[src/rtl/core/sll_pkg.sv]
// Shared types, widths and codes for the singly linked list engine.
package sll_pkg;

  localparam int CAPACITY    = 256;
  localparam int VALUE_WIDTH = 32;
  localparam int IDX_W       = $clog2(CAPACITY);
  localparam int LEN_W       = $clog2(CAPACITY + 1);
  localparam int POS_W       = 9;
  localparam int CMP_W       = ((LEN_W > POS_W) ? LEN_W : POS_W) + 1;

  typedef logic [VALUE_WIDTH-1:0] cell_val_t;
  typedef logic [IDX_W-1:0]       cell_idx_t;
  typedef logic [LEN_W-1:0]       list_len_t;

  typedef enum logic [2:0] {
    REQ_INS_HEAD = 3'd0,
    REQ_INS_TAIL = 3'd1,
    REQ_INS_POS  = 3'd2,
    REQ_DEL_HEAD = 3'd3,
    REQ_DEL_TAIL = 3'd4,
    REQ_DEL_POS  = 3'd5,
    REQ_SEARCH   = 3'd6,
    REQ_READ     = 3'd7
  } req_type_t;

  typedef enum logic [2:0] {
    ST_OK        = 3'd0,
    ST_FULL      = 3'd1,
    ST_EMPTY     = 3'd2,
    ST_RANGE     = 3'd3,
    ST_NOT_FOUND = 3'd4
  } status_t;

  typedef enum logic [1:0] {
    CELL_HOLD,
    CELL_ROTATE,
    CELL_INSERT,
    CELL_REMOVE
  } cell_op_t;

  typedef struct packed {
    cell_op_t  op;
    cell_idx_t tgt;
    cell_idx_t last;
    cell_val_t ins_val;
  } cell_cmd_t;

  typedef struct packed {
    req_type_t          req_type;
    logic signed [31:0] item_value;
    logic [8:0]         position;
  } in_req_t;

  typedef struct packed {
    status_t            status;
    logic [8:0]         found_position;
    logic signed [31:0] read_value;
    logic [8:0]         list_length;
  } out_rsp_t;

endpackage

[src/rtl/core/sll_ctrl.sv]
// Request sequencer: checks, cell commands, scan over the ring and result register.
module sll_ctrl import sll_pkg::*; (
  input  logic      clk,
  input  logic      rst_n,
  input  logic      in_valid,
  output logic      in_stall,
  input  in_req_t   in_data,
  output logic      out_valid,
  input  logic      out_stall,
  output out_rsp_t  out_data,
  input  cell_val_t head_val,
  output cell_cmd_t cell_cmd
);

  typedef enum logic [2:0] {
    S_IDLE,
    S_EVAL,
    S_SCAN,
    S_SHIFT,
    S_FINISH
  } state_t;

  state_t    state_r;
  in_req_t   req_r;
  list_len_t length_r;
  cell_idx_t tgt_r;
  cell_idx_t cnt_r;
  status_t   status_r;
  logic [8:0] fpos_r;
  logic [31:0] rval_r;
  logic      out_valid_r;
  out_rsp_t  out_data_r;

  logic [CMP_W-1:0] cp;
  logic [CMP_W-1:0] cl;
  logic      full;
  logic      empty;
  logic      pos_bad_del;
  logic      pos_bad_ins;
  cell_idx_t pos_tgt;
  cell_idx_t last_idx;
  cell_val_t req_val;
  logic      is_delete;
  logic      is_search;
  logic      match;
  status_t   ev_status;
  logic      ev_insert;
  logic      ev_scan;
  cell_idx_t ev_tgt;

  always_comb begin
    cp          = CMP_W'(req_r.position);
    cl          = CMP_W'(length_r);
    full        = (length_r == LEN_W'(CAPACITY));
    empty       = (length_r == '0);
    pos_bad_del = (req_r.position == '0) || (cp > cl);
    pos_bad_ins = (req_r.position == '0) || (cp > cl + CMP_W'(1));
    pos_tgt     = cell_idx_t'(req_r.position - POS_W'(1));
    last_idx    = cell_idx_t'(length_r - LEN_W'(1));
    req_val     = cell_val_t'($unsigned(req_r.item_value));
    is_delete   = (req_r.req_type == REQ_DEL_HEAD) || (req_r.req_type == REQ_DEL_TAIL) ||
                  (req_r.req_type == REQ_DEL_POS);
    is_search   = (req_r.req_type == REQ_SEARCH);
    match       = (head_val == req_val);

    ev_status = ST_OK;
    ev_insert = 1'b0;
    ev_scan   = 1'b0;
    ev_tgt    = '0;
    unique case (req_r.req_type)
      REQ_INS_HEAD: begin
        if (full) ev_status = ST_FULL;
        else ev_insert = 1'b1;
      end
      REQ_INS_TAIL: begin
        if (full) begin
          ev_status = ST_FULL;
        end else begin
          ev_insert = 1'b1;
          ev_tgt    = cell_idx_t'(length_r);
        end
      end
      REQ_INS_POS: begin
        if (full) begin
          ev_status = ST_FULL;
        end else if (pos_bad_ins) begin
          ev_status = ST_RANGE;
        end else begin
          ev_insert = 1'b1;
          ev_tgt    = pos_tgt;
        end
      end
      REQ_DEL_HEAD: begin
        if (empty) ev_status = ST_EMPTY;
        else ev_scan = 1'b1;
      end
      REQ_DEL_TAIL: begin
        if (empty) begin
          ev_status = ST_EMPTY;
        end else begin
          ev_scan = 1'b1;
          ev_tgt  = last_idx;
        end
      end
      REQ_SEARCH: begin
        if (empty) begin
          ev_status = ST_EMPTY;
        end else begin
          ev_status = ST_NOT_FOUND;
          ev_scan   = 1'b1;
        end
      end
      REQ_DEL_POS, REQ_READ: begin
        if (empty) begin
          ev_status = ST_EMPTY;
        end else if (pos_bad_del) begin
          ev_status = ST_RANGE;
        end else begin
          ev_scan = 1'b1;
          ev_tgt  = pos_tgt;
        end
      end
    endcase
  end

  always_comb begin
    cell_cmd.op      = CELL_HOLD;
    cell_cmd.tgt     = tgt_r;
    cell_cmd.last    = last_idx;
    cell_cmd.ins_val = req_val;
    unique case (state_r)
      S_EVAL: begin
        cell_cmd.tgt = ev_tgt;
        if (ev_insert) cell_cmd.op = CELL_INSERT;
      end
      S_SCAN:  cell_cmd.op = CELL_ROTATE;
      S_SHIFT: cell_cmd.op = CELL_REMOVE;
      S_IDLE, S_FINISH: cell_cmd.op = CELL_HOLD;
    endcase
  end

  always_ff @(posedge clk) begin
    if (!rst_n) begin
      state_r     <= S_IDLE;
      req_r       <= '0;
      length_r    <= '0;
      out_valid_r <= 1'b0;
    end else begin
      // S_FINISH reloads the output register itself
      if (out_valid_r && !out_stall && (state_r != S_FINISH)) out_valid_r <= 1'b0;
      unique case (state_r)
        S_IDLE: begin
          if (in_valid) begin
            req_r   <= in_data;
            state_r <= S_EVAL;
          end
        end
        S_EVAL: begin
          status_r <= ev_status;
          fpos_r   <= '0;
          rval_r   <= '0;
          tgt_r    <= ev_tgt;
          cnt_r    <= '0;
          if (ev_insert) length_r <= length_r + LEN_W'(1);
          state_r  <= ev_scan ? S_SCAN : S_FINISH;
        end
        S_SCAN: begin
          // the head cell shows element cnt_r+1 while the ring turns once
          if (!is_search && (cnt_r == tgt_r)) rval_r <= 32'(head_val);
          if (is_search && (status_r == ST_NOT_FOUND) && match) begin
            status_r <= ST_OK;
            fpos_r   <= 9'(LEN_W'(cnt_r) + LEN_W'(1));
          end
          cnt_r <= cnt_r + IDX_W'(1);
          if (cnt_r == last_idx) state_r <= is_delete ? S_SHIFT : S_FINISH;
        end
        S_SHIFT: begin
          length_r <= length_r - LEN_W'(1);
          state_r  <= S_FINISH;
        end
        S_FINISH: begin
          if (!out_valid_r || !out_stall) begin
            out_valid_r                <= 1'b1;
            out_data_r.status          <= status_r;
            out_data_r.found_position  <= fpos_r;
            out_data_r.read_value      <= rval_r;
            out_data_r.list_length     <= 9'(length_r);
            state_r                    <= S_IDLE;
          end
        end
      endcase
    end
  end

  assign in_stall  = (state_r != S_IDLE);
  assign out_valid = out_valid_r;
  assign out_data  = out_data_r;

endmodule

[config.mk]
export PLATFORM = sky130hd
export DESIGN_NAME = sll_ctrl
export DESIGN_NICKNAME = d
export VERILOG_FILES = /design/src/rtl/core/sll_pkg.sv /design/src/rtl/core/sll_ctrl.sv
export SDC_FILE = /design/constraint.sdc
export NUM_CORES = 1
export LEC_CHECK = 0
export BUFFER_PORTS_ARGS = -buffer_cell sky130_fd_sc_hd__buf_2
export CAP_MARGIN = 10
export CELL_PAD_IN_SITES_DETAIL_PLACEMENT = 1
export CELL_PAD_IN_SITES_GLOBAL_PLACEMENT = 1
export CORE_MARGIN = 2
export CORE_UTILIZATION = 42
export DETAILED_ROUTE_END_ITERATION = 16
export GPL_TIMING_DRIVEN = 0
export PLACE_DENSITY = 0.8
export SLEW_MARGIN = 25
export SYNTH_ARGS = -nofsm -noshare
export SYNTH_HDL_FRONTEND = slang
export SYNTH_SLANG_ARGS = --single-unit
export TNS_END_PERCENT = 1
[constraint.sdc]
create_clock -name clk -period 4 [get_ports clk]
set_input_delay 0.8 -clock clk [delete_from_list [all_inputs] [get_ports clk]]
set_output_delay 0.8 -clock clk [all_outputs]
set_load 0.05 [all_outputs]
After elaboration in Yosys (flattened, before gate mapping) --
Cells that the tools add are included.
Storage, ports and cells: logic and storage cells 122, output and inout bits 105, latch bits 0, register bits after elaboration 170, memories 0, bits in writable memories 0, input port bits 80, ROM bits 0
Operators by class: divide/modulo/power cells 0, reductions and logical operators 32, magnitude comparators 2, $add $sub $neg 6, multiplexer cells 44, shifts and indexed selects 0, bitwise logic cells 0, $mul 0, equality and inequality tests 23
Operators with widths (number):
- 32-bit one-hot mux with 2 select lines | 1
- 8-bit two-way mux | 7
- 9-bit one-hot mux with 2 select lines | 2
- 32-bit equality test | 1
- 32-bit two-way mux | 1
- 8-bit one-hot mux with 4 select lines | 1
- 3-bit one-hot mux with 5 select lines | 2
- 3-bit two-way mux | 7
- 3-bit equality test, second input constant | 6
- 9-bit logical NOT | 2
- 9-bit two-way mux | 2
- 8-bit equality test | 2
- 8-bit one-hot mux with 2 select lines | 1
- 3-bit by 2-bit equality test with 1-bit output, second input constant | 4
- 2-bit two-way mux | 6
- 2-bit inequality test, second input constant | 6
- 3-bit AND reduction | 4
- 9-bit by 1-bit adder with 10-bit output, second input constant | 1
- 9-bit by 10-bit greater-than comparator with 1-bit output | 1
- 1-bit two-way mux | 10
- 8-bit by 1-bit adder with 9-bit output, second input constant | 1
- 9-bit by 1-bit adder with 9-bit output, second input constant | 1
- 9-bit equality test, second input constant | 1
- 9-bit greater-than comparator | 1
- 17 further kinds | 36

Logic depth before layout (Yosys ltp) --
depth in word-level cells 8, depth in mapped cells 14, mapped depth without buffers 13

Least setup slack after synthesis --
Ideal clock, no wire load.
kind reg2out, start register length_r[0], end output port cell_cmd[42] (netlist bit), buffers on the path 0, stages on the path, launching flop included 11, required time 3.200 ns, path slack -0.981 ns, arrival time 4.181 ns, path through dfxtp_1 inv_1 ha_1 inv_1 ha_1 nor2b_1 o21ai_0 a21boi_0 o21ai_0 a31oi_1 o31ai_1
RTL lines:
- start: declaration | line sll_ctrl.sv:25 | list_len_t length_r;
- start signal: assignment | line sll_ctrl.sv:164 | if (ev_insert) length_r <= length_r + LEN_W'(1);
- start signal: assignment | line sll_ctrl.sv:178 | length_r <= length_r - LEN_W'(1);
- end: declaration | line sll_ctrl.sv:12 | output cell_cmd_t cell_cmd

==> results.json <==
{
  "antenna_found_initial": 4,
  "fp.dieArea_um2": 20500,
  "synthMuxAreaShare_pct": 0.616,
  "num_rows": 50,
  "ir_worst_vdd_mv": 0.318,
  "cp.required_ps": 3200,
  "synth-seq-cells": 170,
  "cts_hold_buf": 0,
  "p_leak_nw": 4.16,
  "hold_depth": 0,
  "cts_buffer_depth": 2,
  "cp-end-kind": "output pin",
  "cpMostUsedCell": "buf_6",
  "min_period_over_period_pct": 102,
  "avgRoutedWirePerCell_um": 22.0,
  "path_cells": "buf_6 -> nand3_4 -> nor2_4 -> nand3_2 -> xnor2_2 -> ha_1 -> a21o_1 -> a21oi_2 -> nand2_2 -> o21ai_4 -> a31oi_4 -> buf_12 -> o31ai_4 -> buf_6",
  "timing.rr.start": "state_r[1]$_SDFFE_PN0P_",
  "synth-xor-area-share_pct": 8.19,
  "track_usage_pct": 26.1,
  "cts_buffers": 17,
  "reg2reg_depth": 7,
  "status": "finished with violations",
  "drtIter0Drc": 521,
  "final_util_pct": 56.8,
  "synth_compound_area_share_pct": 10.4,
  "p_per_area_nw_per_um2": 434,
  "crit_path_start_kind": "flip-flop",
  "cts_tree": "built",
  "cts_root_buf": "clkbuf_16",
  "synth_edf_count": 113,
  "yosys_most_used_dff": "edfxtp_1",
  "crit_slowest_cell": "dfxtp_4",
  "synth_top_family_by_area": "simple AND/OR/NAND/NOR gates",
  "synth-adder-area-share_pct": 3.39,
  "fmax_ghz": 0.244,
  "synthSimpleGateAreaFrac_pct": 15.8,
  "syn_nets": 868,
  "first_pass_iters": 5,
  "synth_area_um2": 8130,
  "fin_nets": 1098,
  "ys_types": 61,
  "worstMarginPinSlew_ps": 723,
  "post_dp_cell_area_um2": 9610,
  "finalSetupViolCount": 9,
  "clock_latency_ps": 450,
  "place.gp.congestion": 0.895,
  "syn_to_final_growth_pct": 31.7,
  "grt_pass1_wl_um": 39800,
  "rrSetupSlack_ps": 810,
  "core_um2": 18800,
  "finalMaxSlewViolations": 0,
  "viasPerCell": 5.41,
  "max_slew_margin_pct": 51.8,
  "grt_pass1_vias": 6900,
  "htree_levels": 4,
  "fillCellCount": 2065,
  "tns_ps": -307,
  "port_buffers": 184,
  "synthCells": 766,
  "synth_warnings": 0,
  "fin_area_um2": 10700,
  "grt_max_degree": 46,
  "r2r-end": "rval_r[6]$_SDFFCE_PN0P_",
  "clock_skew_ps": 14.3,
  "finalWorstSetupSlack_ps": -97.5,
  "grt.overflow.total": 0,
  "die-height_um": 143,
  "period_needed_ps": 4100,
  "rsz0062_at_grt": "yes",
  "cp.arrival_ps": 3300,
  "drive_above_1_share_pct": 33.9,
  "holdWs_ps": 422,
  "synthArstFlopShare_pct": 0,
  "die_w_um": 143,
  "cts_num_sinks": 170,
  "post-route-drc-count": 0,
  "io_pins": 185,
  "ant_nets": 0,
  "hpwl_um": 19900,
  "clkTransAtPathRegs_ps": 80,
  "failed_checks": "setup timing",
  "syn_avg_cell_area_um2": 10.6,
  "initial_core_util_pct": 43.2,
  "wirelength_um": 28000,
  "cap_violations": 0,
  "min_from": "rval_r[21]$_SDFFCE_PN0P_",
  "path_max_fanout": 8,
  "synth_seq_area_share_pct": 55.8,
  "min_to": "out_data[30]$_DFFE_PP_",
  "vias": 6892,
  "hold_class": "flip-flop to flip-flop",
  "cp_slowest_stage_delay_ps": 420,
  "path_class": "flip-flop to output pin",
  "hold_violations": 0
}
-- area by class of cell --
type	count	area (µm²)	share of cell area [%]
inverter	19	82.6	0.772
clock buffer	17	425	3.97
tap	260	325	3.04
antenna	4	10.0	0.0935
clock inverter	15	190	1.78
sequential	170	4550	42.5
buffer	69	419	3.92
timing repair buffer	212	1260	11.8
multi-input combinational	507	3440	32.1
-- critical path, delay by kind of cell, from the launching register on --
kind / cells / cell delay (ps)
xor+xnor: 1 / 210
compound gates: 5 / 990
flops: 1 / 420
fa+ha+maj: 1 / 290
simple gates: 4 / 420
buf+inv: 3 / 520
-- timing repair --
action                                  in CTS  in global routing
resized for setup                           51                 21
endpoints found under the setup margin       9                  9
pin swaps                                   17                 21
buffers inserted                            14                 12
-- how the worst max path moves through the flow --
stage / from / to / slack [ps] / cells past startpoint
global placement: state_r[1]$_SDFFE_PN0P_ / rval_r[16]$_SDFFCE_PN0P_ / -840 / 6
floorplan: length_r[0]$_SDFFE_PN0P_ / cell_cmd[41] / 20 / 10
CTS: length_r[0]$_SDFFE_PN0P_ / cell_cmd[42] / 10 / 13
finish: length_r[0]$_SDFFE_PN0P_ / cell_cmd[43] / -100 / 14
global route: length_r[0]$_SDFFE_PN0P_ / cell_cmd[43] / -240 / 14
detailed placement: length_r[2]$_SDFFE_PN0P_ / cell_cmd[41] / -390 / 13
-- cell usage after synthesis (all sizes together), types with 2 or more instances --
library cell	instances	area, µm²
edfxtp	113	3390
nand2	113	424
a21oi	80	400
dfxtp	57	1140
xnor2	53	464
buf	37	280
and2	36	225
nor2	34	130
clkbuf	33	124
xor2	23	201
ha	22	275
inv	19	71.3
o21ai	19	95.1
nand3	17	85.1
nor3	14	80.1
nand4	9	56.3
o31ai	9	67.6
nor4	8	50.1
and3	7	43.8
a211oi	5	42.5
a31oi	5	31.3
mux2i	5	50.1
nand2b	4	25.0
or3	4	25.0
a22oi	3	22.5
and4	3	26.3
a211o	2	18.8
a21boi	2	18.8
a21o	2	15.0
a31o	2	17.5
a32oi	2	17.5
nand3b	2	15.0
nor3b	2	15.0
nor4b	2	32.5
o211ai	2	15.0
-- state kept, by name (all words and copies together), names as in the netlist --
name       cells
cp             9
cnt_r          8
tgt_r          8
status_r       3
state_r        3
req_val       32
rval_r        32
out_valid      1
fpos_r         9
out_data      53
length_r       9
req_r          3
-- per-stage QoR --
stage	cells	total power, mW	setup WS, ps
finish	1273	4.65	-97.5
global route	1273	4.78	-240
CTS	1257	4.61	9.90
detailed placement	1212	2.86	-395
global placement	1210	2.83	-840
floorplan	766	2.60	19.9
-- routing by layer --
metal	up-vias	GRT usage, %	routed length (µm)
li1	3138	-	-
met1	3394	32.6	11300
met2	294	43.7	14100
met3	66	5.70	1780
met4	0	10.8	841
met5	-	0	0
-- cells in the final DEF (no fill, tap or decap), drive strengths merged, types with 2 or more instances in the layout --
master,instances
a211o,2
a211oi,5
a21boi,2
a21o,2
a21oi,80
a22oi,3
a31o,2
a31oi,5
a32oi,2
and2,36
and3,7
and4,3
buf,252
clkbuf,46
clkinv,5
clkinvlp,3
dfxtp,57
diode,4
edfxtp,113
ha,22
inv,25
mux2i,5
nand2,113
nand2b,4
nand3,17
nand3b,2
nand4,9
nor2,34
nor3,14
nor3b,2
nor4,8
nor4b,2
o211ai,2
o21ai,19
o31ai,9
or3,4
xnor2,53
xor2,23
-- where the power goes --
group / switching, mW / leakage, nW / internal [mW]
registers: 0.0677 / 1.50 / 1.93
logic: 0.602 / 2.36 / 0.327
clock network: 0.813 / 0.302 / 0.906
-- cell families (layout without fill, tap and decap cells) --
kind of cell / Yosys count / after routing
simple gates: 261 / 261
flops: 170 / 170
compound gates: 143 / 143
buf+inv: 89 / 332
xor+xnor: 76 / 76
fa+ha+maj: 22 / 22
mux: 5 / 5
other cells: 0 / 4
Power figures use the tool's default switching activity.
