### config.mk
export PLATFORM = sky130hd
export DESIGN_NAME = sll_cell
export DESIGN_NICKNAME = d
export VERILOG_FILES = /design/src/rtl/core/sll_pkg.sv /design/src/rtl/core/sll_cell.sv
export SDC_FILE = /design/constraint.sdc
export NUM_CORES = 1
export LEC_CHECK = 0
export ABC_AREA = 1
export ABC_CLOCK_PERIOD_IN_PS = 9100
export BUFFER_PORTS_ARGS = -buffer_cell sky130_fd_sc_hd__buf_2
export CAP_MARGIN = 20
export CORE_MARGIN = 5
export CORE_UTILIZATION = 48
export CTS_CLUSTER_SIZE = 40
export DETAILED_ROUTE_END_ITERATION = 6
export GPL_TIMING_DRIVEN = 0
export PLACE_DENSITY = 0.89
export SYNTH_ARGS = -nofsm -noshare
export SYNTH_HDL_FRONTEND = slang
export SYNTH_SLANG_ARGS = --single-unit
export TNS_END_PERCENT = 1
### constraint.sdc
create_clock -name clk -period 9.1 [get_ports clk]
set_input_delay 0.455 -clock clk [delete_from_list [all_inputs] [get_ports clk]]
set_output_delay 0.455 -clock clk [all_outputs]
set_load 0.01 [all_outputs]
### src/rtl/core/sll_pkg.sv
// Shared types, widths and codes for the singly linked list engine.
package sll_pkg;

  localparam int CAPACITY    = 256;
  localparam int VALUE_WIDTH = 32;
  localparam int IDX_W       = $clog2(CAPACITY);
  localparam int LEN_W       = $clog2(CAPACITY + 1);
  localparam int POS_W       = 9;
  localparam int CMP_W       = ((LEN_W > POS_W) ? LEN_W : POS_W) + 1;

  typedef logic [VALUE_WIDTH-1:0] cell_val_t;
  typedef logic [IDX_W-1:0]       cell_idx_t;
  typedef logic [LEN_W-1:0]       list_len_t;

  typedef enum logic [2:0] {
    REQ_INS_HEAD = 3'd0,
    REQ_INS_TAIL = 3'd1,
    REQ_INS_POS  = 3'd2,
    REQ_DEL_HEAD = 3'd3,
    REQ_DEL_TAIL = 3'd4,
    REQ_DEL_POS  = 3'd5,
    REQ_SEARCH   = 3'd6,
    REQ_READ     = 3'd7
  } req_type_t;

  typedef enum logic [2:0] {
    ST_OK        = 3'd0,
    ST_FULL      = 3'd1,
    ST_EMPTY     = 3'd2,
    ST_RANGE     = 3'd3,
    ST_NOT_FOUND = 3'd4
  } status_t;

  typedef enum logic [1:0] {
    CELL_HOLD,
    CELL_ROTATE,
    CELL_INSERT,
    CELL_REMOVE
  } cell_op_t;

  typedef struct packed {
    cell_op_t  op;
    cell_idx_t tgt;
    cell_idx_t last;
    cell_val_t ins_val;
  } cell_cmd_t;

  typedef struct packed {
    req_type_t          req_type;
    logic signed [31:0] item_value;
    logic [8:0]         position;
  } in_req_t;

  typedef struct packed {
    status_t            status;
    logic [8:0]         found_position;
    logic signed [31:0] read_value;
    logic [8:0]         list_length;
  } out_rsp_t;

endpackage

### src/rtl/core/sll_cell.sv
// One list cell: holds the element at its position and trades it with its neighbors.
module sll_cell import sll_pkg::*; (
  input  logic      clk,
  input  cell_idx_t cell_index,
  input  cell_cmd_t cmd,
  input  cell_val_t left_val,
  input  cell_val_t right_val,
  input  cell_val_t head_val,
  output cell_val_t val_out
);

  cell_val_t val_r;
  cell_val_t val_nxt;

  always_comb begin
    val_nxt = val_r;
    unique case (cmd.op)
      CELL_HOLD: begin
        val_nxt = val_r;
      end
      CELL_ROTATE: begin
        // ring of the live cells: the last one wraps to the head
        val_nxt = (cell_index == cmd.last) ? head_val : right_val;
      end
      CELL_INSERT: begin
        if (cell_index == cmd.tgt) begin
          val_nxt = cmd.ins_val;
        end else if (cell_index > cmd.tgt) begin
          val_nxt = left_val;
        end
      end
      CELL_REMOVE: begin
        if (cell_index >= cmd.tgt) begin
          val_nxt = right_val;
        end
      end
    endcase
  end

  always_ff @(posedge clk) begin
    val_r <= val_nxt;
  end

  assign val_out = val_r;

endmodule

; ---- Word level (Yosys, flattened, before mapping)
; Cells that the tools add are included.
[word_totals]
register_bits = 32
latchBits = 0
ram_bits = 0
rom_bits = 0
inputBits = 155
word_cells = 18
memories = 0
[classes]
add_sub_neg = 0
n_mul = 0
div_mod_pow = 0
magnitude_cmp = 2
eq_ne = 7
n_shift = 0
mux = 5
n_bitwise = 1
reduce_logical = 2
[op_table]
columns = op, count
row1 = 32-bit two-way mux, 4
row2 = 32-bit case mux with 3 select lines, 1
row3 = 8-bit == test, 2
row4 = 8-bit greater-or-equal comparator, 1
row5 = 8-bit greater-than comparator, 1
row6 = 2-bit == test (second input constant), 2
row7 = 3-bit != test (second input constant), 1
row8 = 3-bit AND reduction, 1
row9 = 2-bit by 1-bit == test with 1-bit output (second input constant), 1
row10 = 2-bit logical NOT, 1
row11 = 2-bit != test (second input constant), 1
row12 = 1-bit NOT, 1

; ---- Logic depth before layout (Yosys ltp)
; Gate-level depths: netlist of the first run.
[depth]
word_depth = 4
depth_mapped = 11
ltp_nobuf = 10

; ---- Least setup slack after synthesis of the first run
; No wires, ideal clock.
[synth_timing]
path_kind = input -> register
from = in cmd[47] (netlist name)
to = reg val_r[0], in the netlist val_out[0], enable pin
arrival_time_ns = 2.892
t_required_ns = 8.668
path_slack_ns = 5.776
path_stages = 9
path_cell_list = inv_1 -> ha_1 -> nand2_1 -> nor2_4 -> nand2_4 -> buf_6 -> nand2_1 -> nor2_1 -> a21oi_1
[synth_between]
elab_chain_cells = 3
[synth_lines]
columns = item, line_no
row1 = from (decl), sll_cell.sv:5  ; input cell_cmd_t cmd,
row2 = 8-bit greater-than comparator (tied with other cells), sll_cell.sv:28  ; end else if (cell_index > cmd.tgt) begin
row3 = 3-bit != test (no line) or 2-bit != test (tied branches), --
row4 = 3-bit AND reduction (no line) *, --
row5 = to (signal assigned), sll_cell.sv:41  ; val_r <= val_nxt;
row6 = to (decl), sll_cell.sv:12  ; cell_val_t val_r;
; Every way passes the cells marked *; elsewhere a longest branch is shown, timed or not.
; A chain may end at the register's enable or synchronous reset.

; ---- Worst setup path in the final report of the first run
[layout_timing]
from = in cell_index[7]
to = reg val_r[0], in the netlist val_out[0], enable pin
[layout_between]
elab_chain_cells = 3
[layout_lines]
columns = item, line_no
row1 = from (decl), sll_cell.sv:4  ; input cell_idx_t cell_index,
row2 = 8-bit greater-than comparator (tied with other cells), sll_cell.sv:28
row3 = 3-bit != test (no line) or 2-bit != test (tied branches), --
row4 = 3-bit AND reduction (no line) *, --
; Marked as above.

==> results of run 1 <==
==> power by group through the flow <==
stage	Clock, W	Sequential, W	Combinational [W]
CTS	0.000108	0.000197	0.000160
finish	0.000107	0.000197	0.000160
detailed placement	0	0.000200	0.000159
floorplan	0	0.000214	0.0000662
global placement	0	0.000200	0.000151
global route	0.000115	0.000199	0.000177
==> cell families (layout without fill, tap and decap cells) <==
| group | after synthesis | count (layout) | share of synthesized area |
|---|---|---|---|
| AO/OA/AOI/OAI | 96 | 96 | 0.156 |
| XOR/XNOR | 5 | 5 | 0.0140 |
| adder cells (fa/ha/maj) | 8 | 8 | 0.0321 |
| buffers and inverters | 143 | 337 | 0.213 |
| flip-flops | 32 | 32 | 0.308 |
| AND/OR/NAND/NOR | 198 | 198 | 0.277 |
==> cell type report <==
| class | count | area [um2] |
|---|---|---|
| fillers | 596 | 2090 |
| flip-flops and latches | 32 | 961 |
| repair buffers | 187 | 958 |
| clock inverters | 1 | 5.00 |
| multi-input cells | 307 | 1510 |
| inverters | 116 | 435 |
| plain buffers | 27 | 228 |
| clock buffers | 6 | 72.6 |
| well taps | 77 | 96.3 |
==> through the flow <==
stage,area [um2],setup slack [ps],std cells,power (W),utilization
floorplan,3120,5780,482,0.000280,-
global placement,4150,4780,745,0.000352,0.653
detailed placement,4190,6500,746,0.000359,0.659
CTS,4260,6810,753,0.000465,0.672
global route,4260,6720,753,0.000491,0.672
finish,4260,6830,753,0.000464,0.672
==> routing by layer <==
layer,global-route usage,vias to the layer above,part of all wire
li1,-,1902,-
met1,0.285,1698,0.37
met2,0.446,196,0.52
met3,0.0575,22,0.088
met4,0.0782,0,0.019
met5,0,-,0
==> final timing paths <==
| check | end | cells after the start | slack (ps) |
|---|---|---|---|
| min | val_out[21] | 5 | 550 |
| max | val_out[0] | 8 | 6830 |
==> Yosys cell counts <==
cell	number	area share
nor2_4	3	0.011
edfxtp_1	32	0.31
buf_4	1	0.0024
nor2_2	2	0.0040
nand3_1	64	0.10
clkinv_1	3	0.0036
a21oi_1	33	0.053
buf_1	3	0.0036
o21ai_0	10	0.016
a211oi_1	1	0.0024
nand2_1	117	0.14
xnor2_1	5	0.014
buf_2	8	0.013
nand2_4	1	0.0036
ha_1	8	0.032
nor2_1	8	0.0096
nand2_2	3	0.0060
buf_6	15	0.054
o22ai_1	3	0.0060
inv_2	2	0.0024
o21ai_1	49	0.079
inv_1	111	0.13
==> flow_summary.json, run 1 <==
{
  "grt_pass1_wl_mm": 16.9,
  "swShare": 0.324,
  "slowest_stage": "a21oi_4",
  "fp.coreArea_um2": 6350,
  "tritoncts": "built",
  "final_hold_viol_count": 0,
  "globalplace.congestion": 0.890,
  "grt_pass1_vias": 3784,
  "run_status": "complete, no violations",
  "combPwrFrac": 0.345,
  "drv_slew": 0,
  "final_common_cell": "buf_2",
  "start_util": 0.491,
  "cp_data_arrival_time_ps": 2260,
  "cts.sink_count": 32,
  "period_share": 0.250,
  "ys_types": 22,
  "switching_power_w": 0.000150,
  "drt-wirelength-per-cell_um": 14.1,
  "hold_ws_ps": 552,
  "synth.yosys.seq_area_share": 0.308,
  "powerDensity_nw_per_um2": 109,
  "clockBufferDepth": 2,
  "die_h_um": 90.6,
  "firstDrtPassIters": 5,
  "fin_crit_ps": 2270,
  "final_cell_mix": "buf_2 (194), nand2_1 (117), inv_1 (111)",
  "slew-limit-headroom": 0.649,
  "overflow": 0,
  "drive_above_1_share": 0.339,
  "crit_family": "buffers and inverters",
  "syn_avg_cell_area_um2": 6.47,
  "ant_nets": 0,
  "crit_fanout": 21,
  "yosysWarnings": 0,
  "vias": 3818,
  "largest_reg_flops": 32,
  "crit_buf_inv": 3,
  "postSynthCellCount": 482,
  "ys_seq_elements": 32,
  "cts-root-buf": "clkbuf_8",
  "grt_use_total": 0.247,
  "hold_start": "right_val[21]",
  "fp.dieArea_um2": 8210,
  "max_stage_delay_ps": 480,
  "cts-resized-gates": 0,
  "required_ps": 9090,
  "wirelength_mm": 10.6,
  "final-setup-viol-count": 0,
  "htree_levels": 2,
  "syn2layout_area_growth_pct": 36.6,
  "grt_max_degree": 22,
  "pin_count": 187,
  "max-vdd-ir-drop_mv": 0.0724,
  "crit_chain": "buf_2 > ha_1 > nand2_1 > nor2_4 > buf_2 > nand2_1 > a21oi_4 > buf_16",
  "numCtsBuffers": 5,
  "drt_iter0_drc": 182,
  "pwr-share-seq": 0.425,
  "num_rows": 29,
  "holdCritPathClass": "input pin to register",
  "fin_nets": 839,
  "setup_tns_ps": 0,
  "tightest_slew_ps": 525,
  "antenna_cells": 0,
  "post_cts_buffers": 0,
  "start_kind": "input pin",
  "pwr-share-clk": 0.230,
  "max_freq_mhz": 440,
  "port_buffers": 186,
  "end_kind": "register",
  "p_int_w": 0.000313,
  "cp-startpoint": "cell_index[7]",
  "place_hpwl_mm": 8.27,
  "cts.clk_slew.worst_paths_ps": 70,
  "antenna_found_initial": 0,
  "leakage_nw": 2.45,
  "via_per_inst": 5.07,
  "rsz0062_at_grt": "false",
  "hold_buffers": 0,
  "worstSetupPathType": "input pin to register",
  "synth_nets": 645,
  "drc": 0,
  "die_x_um": 90.6,
  "synth.cell_area_um2": 3120,
  "cap_violations": 0
}
Note: power is estimated with default switching activity, not from simulation.
==> run 2, diff against run 1 <==
--- a/config.mk
+++ b/config.mk
@@ -6,15 +6,15 @@
 export NUM_CORES = 1
 export LEC_CHECK = 0
 export ABC_AREA = 1
-export ABC_CLOCK_PERIOD_IN_PS = 9100
+export ABC_CLOCK_PERIOD_IN_PS = 1880
 export BUFFER_PORTS_ARGS = -buffer_cell sky130_fd_sc_hd__buf_2
 export CAP_MARGIN = 20
 export CORE_MARGIN = 5
-export CORE_UTILIZATION = 48
+export CORE_UTILIZATION = 40
 export CTS_CLUSTER_SIZE = 40
 export DETAILED_ROUTE_END_ITERATION = 6
 export GPL_TIMING_DRIVEN = 0
-export PLACE_DENSITY = 0.89
+export PLACE_DENSITY = 0.8
 export SYNTH_ARGS = -nofsm -noshare
 export SYNTH_HDL_FRONTEND = slang
 export SYNTH_SLANG_ARGS = --single-unit
==> constraint.sdc (replaced) <==
create_clock -name clk -period 1.88 [get_ports clk]
set_input_delay 0.094 -clock clk [delete_from_list [all_inputs] [get_ports clk]]
set_output_delay 0.094 -clock clk [all_outputs]
set_load 0.01 [all_outputs]
==> flow_summary.json, run 2 (synthesized netlist as in run 1, its figures left out) <==
{
  "run_status": "complete, no violations",
  "cap_violations": 0,
  "tightest_slew_ps": 599,
  "crit_fanout": 16,
  "drv_slew": 0,
  "drc": 0,
  "antenna_found_initial": 0,
  "port_buffers": 186,
  "final_cell_mix": "buf_2 (193), nand2_1 (113), inv_1 (103)",
  "placed_cell_area_um2": 4350,
  "p_int_w": 0.00169,
  "combPwrFrac": 0.339,
  "via_per_inst": 4.82,
  "antenna_cells": 0,
  "firstDrtPassIters": 4,
  "fin_crit_ps": 1800,
  "grt_max_degree": 17,
  "worstSetupPathType": "input pin to register",
  "leakage_nw": 2.48,
  "grt_pass1_wl_mm": 16.8,
  "slew-limit-headroom": 0.600,
  "hold_start": "right_val[21]",
  "start_util": 0.408,
  "fin_area_um2": 4500,
  "max_freq_mhz": 556,
  "cp-startpoint": "cell_index[5]",
  "vias": 3762,
  "place_hpwl_mm": 8.34,
  "globalplace.congestion": 0.894,
  "required_ps": 1790,
  "hold_ws_ps": 188,
  "max_stage_delay_ps": 550,
  "drive_above_1_share": 0.373,
  "largest_reg_flops": 32,
  "pwr-share-clk": 0.272,
  "grt_pass1_vias": 3684,
  "htree_levels": 2,
  "max-vdd-ir-drop_mv": 0.327,
  "drt-wirelength-per-cell_um": 14.1,
  "grt_use_total": 0.213,
  "period_share": 0.957,
  "drt_iter0_drc": 141,
  "slowest_stage": "a21oi_4",
  "cts.clk_slew.worst_paths_ps": 80,
  "syn2layout_area_growth_pct": 44.3,
  "fin_nets": 840,
  "cts-root-buf": "clkbuf_8",
  "final_hold_viol_count": 0,
  "cp_data_arrival_time_ps": 1710,
  "cts.sink_count": 32,
  "powerDensity_nw_per_um2": 545,
  "pin_count": 187,
  "start_kind": "input pin",
  "final_common_cell": "buf_2",
  "num_rows": 32,
  "rsz0062_at_grt": "false",
  "clockBufferDepth": 2,
  "fp.dieArea_um2": 9670,
  "tritoncts": "built",
  "switching_power_w": 0.000769,
  "setup_tns_ps": 0,
  "wirelength_mm": 11.0,
  "overflow": 0,
  "die_x_um": 98.3,
  "swShare": 0.313,
  "final-setup-viol-count": 0,
  "holdCritPathClass": "input pin to register",
  "fp.coreArea_um2": 7650,
  "die_h_um": 98.3,
  "crit_chain": "buf_2 > ha_4 > nand2_4 > nor2_4 > clkbuf_4 > nand2_1 > a21oi_4",
  "ant_nets": 0,
  "numCtsBuffers": 5,
  "pwr-share-seq": 0.389,
  "end_kind": "register"
}
-- run 2: layout make-up --
class	count	area [um2]
multi-input combinational	308	1670
sequential	32	961
clock buffer	5	68.8
buffer	27	230
clock inverter	3	42.5
fill	753	3140
inverter	116	455
tap	102	128
timing repair buffer	187	951
-- run 2: critical path: cells and delay by family --
family | cells | cell delay, ps
adder cells (fa/ha/maj) | 1 | 280
AO/OA/AOI/OAI | 1 | 550
buffers and inverters | 2 | 380
AND/OR/NAND/NOR | 3 | 400
-- run 2: stage by stage --
stage	setup WS [ps]	util	std cells	power, W
after detailed placement	-606	0.569	770	0.00179
after CTS	16.5	0.586	779	0.00246
after floorplan	-0.00300	-	482	0.00140
after global routing	5.04	0.589	780	0.00259
after global placement	-593	0.569	770	0.00176
final	80.5	0.589	780	0.00245
-- run 2: layer usage --
metal | up-vias | share of wire | GRT usage
li1 | 1904 | - | -
met1 | 1678 | 0.39 | 0.254
met2 | 161 | 0.50 | 0.383
met3 | 19 | 0.087 | 0.0443
met4 | 0 | 0.021 | 0.0630
met5 | - | 0 | 0
-- run 2: path summary, 6_finish.rpt --
| path | to | depth (start not counted) |
|---|---|---|
| max | val_out[2] | 7 |
| min | val_out[21] | 5 |
-- run 2: what timing repair did --
action / in CTS / in global routing
gates cloned: 1 / 0
resized for setup: 1 / 1
pin swaps: 1 / 3
hold buffers: 0 / 0
endpoints found under the setup margin: 32 / 32
buffers inserted: 0 / 1
-- run 2: power by group through the flow --
stage / sequential, W / clock [W] / combinational, W
3_3_place_gp: 0.000969 / 0 / 0.000794
4_1_cts: 0.000954 / 0.000677 / 0.000825
6_report: 0.000954 / 0.000667 / 0.000833
5_1_grt: 0.000961 / 0.000713 / 0.000921
2_1_floorplan: 0.00103 / 0 / 0.000367
3_5_place_dp: 0.000971 / 0 / 0.000814
==> run 3, diff against run 2 <==
--- a/config.mk
+++ b/config.mk
@@ -13,7 +13,6 @@
 export CORE_UTILIZATION = 40
 export CTS_CLUSTER_SIZE = 40
 export DETAILED_ROUTE_END_ITERATION = 6
-export GPL_TIMING_DRIVEN = 0
 export PLACE_DENSITY = 0.8
 export SYNTH_ARGS = -nofsm -noshare
 export SYNTH_HDL_FRONTEND = slang
==> flow_summary.json, run 3 (synthesized netlist as in run 1, its figures left out) <==
{
  "post_cts_buffers": 0,
  "max_freq_mhz": 727,
  "run_status": "complete, no violations",
  "final-setup-viol-count": 0,
  "tritoncts": "built",
  "pin_count": 187,
  "fillers": 753,
  "hold_buffers": 0,
  "cts-resized-gates": 0,
  "crit_buf_inv": 3,
  "hold_ws_ps": 188,
  "antenna_found_initial": 0,
  "drv_slew": 0,
  "switching_power_w": 0.000740,
  "timing.final.ws_setup_ps": 505,
  "grt_pass1_wl_mm": 16.7,
  "combPwrFrac": 0.337,
  "fin_nets": 828,
  "powerDensity_nw_per_um2": 552,
  "overflow": 0,
  "cap_violations": 0,
  "slowest_stage": "ha_4",
  "grt_max_degree": 30,
  "drt-wirelength-per-cell_um": 13.6,
  "slew-limit-headroom": 0.630,
  "fp.coreArea_um2": 7650,
  "required_ps": 1870,
  "die_x_um": 98.3,
  "drt_iter0_drc": 225,
  "swShare": 0.306,
  "p_int_w": 0.00168,
  "via_per_inst": 4.94,
  "pwr-share-clk": 0.268,
  "start_util": 0.408,
  "ant_nets": 0,
  "worstSetupPathType": "input pin to register",
  "end_kind": "register",
  "grt_use_total": 0.210,
  "final_common_cell": "buf_2",
  "place_hpwl_mm": 8.32,
  "htree_levels": 2,
  "crit_chain": "buf_2 > inv_12 > ha_4 > nand2_4 > nor2_4 > nand2_4 > nand2_4 > nor2_4 > a21oi_4 > buf_12",
  "die_h_um": 98.3,
  "crit_family": "simple AND/OR/NAND/NOR gates",
  "firstDrtPassIters": 5,
  "holdCritPathClass": "input pin to register",
  "numCtsBuffers": 5,
  "placedCellCount": 760,
  "largest_reg_flops": 32,
  "start_kind": "input pin",
  "final_hold_viol_count": 0,
  "period_share": 0.731,
  "grt_pass1_vias": 3767,
  "tightest_slew_ps": 554,
  "wirelength_mm": 10.5,
  "final_cell_mix": "buf_2 (186), nand2_1 (113), inv_1 (103)",
  "clockBufferDepth": 2,
  "cts.clk_slew.worst_paths_ps": 70,
  "vias": 3791,
  "cts.sink_count": 32,
  "leakage_nw": 2.42,
  "globalplace.congestion": 0.884,
  "max_stage_delay_ps": 270,
  "total_power_w": 0.00242,
  "num_rows": 32,
  "fp.dieArea_um2": 9670,
  "pre_cts_ws_ps": 213,
  "final_cells": 768,
  "drc": 0,
  "syn2layout_area_growth_pct": 40.5,
  "drive_above_1_share": 0.365,
  "crit_fanout": 17,
  "pwr-share-seq": 0.395,
  "cts-root-buf": "clkbuf_8",
  "crit_top_cell": "nand2_4",
  "cp_data_arrival_time_ps": 1360,
  "rsz0062_at_grt": "false",
  "max-vdd-ir-drop_mv": 0.284,
  "antenna_cells": 0,
  "utilization": 0.573,
  "port_buffers": 186,
  "fin_crit_ps": 1380
}
run 3: worst min-delay path, delay by kind of cell:
family | cells | cell delay [ps]
compound gates | 1 | 60
buf+inv | 2 | 130
simple gates | 2 | 90
run 3: power groups by stage:
stage / Sequential, W / Clock, W / Combinational (W)
final: 0.000956 / 0.000648 / 0.000815
after detailed placement: 0.000974 / 0 / 0.000818
after CTS: 0.000958 / 0.000662 / 0.000820
after floorplan: 0.00103 / 0 / 0.000367
after global placement: 0.000971 / 0 / 0.000799
after global routing: 0.000967 / 0.000696 / 0.000903
run 3: path summary, 6_finish.rpt:
check	end	slack, ps	start	cells past startpoint
min	val_out[21]	190	right_val[21]	5
max	val_out[20]	500	cmd[41]	10
run 3: metal layers:
| metal | track usage | up-vias | wire length (um) |
|---|---|---|---|
| met2 | 0.379 | 196 | 5270 |
| met4 | 0.0704 | 0 | 172 |
| met3 | 0.0514 | 14 | 1010 |
| li1 | - | 1880 | - |
| met5 | 0 | - | 0 |
| met1 | 0.241 | 1701 | 4030 |
run 3: layout make-up:
cell class              count  area, um2  share of cell area
multi-input cells         307       1650               0.376
repair buffers            203       1080               0.247
flip-flops and latches     32        961               0.219
inverters                 116        455               0.104
well taps                 102        128              0.0291
clock buffers               6       72.6              0.0165
clock inverters             2       35.0             0.00799
run 3: stage by stage:
| stage | TNS, ps | area (um2) |
|---|---|---|
| floorplan | -0.0959 | 3290 |
| global placement | 0 | 4280 |
| detailed placement | 0 | 4280 |
| CTS | 0 | 4390 |
| global route | 0 | 4390 |
| finish | 0 | 4390 |
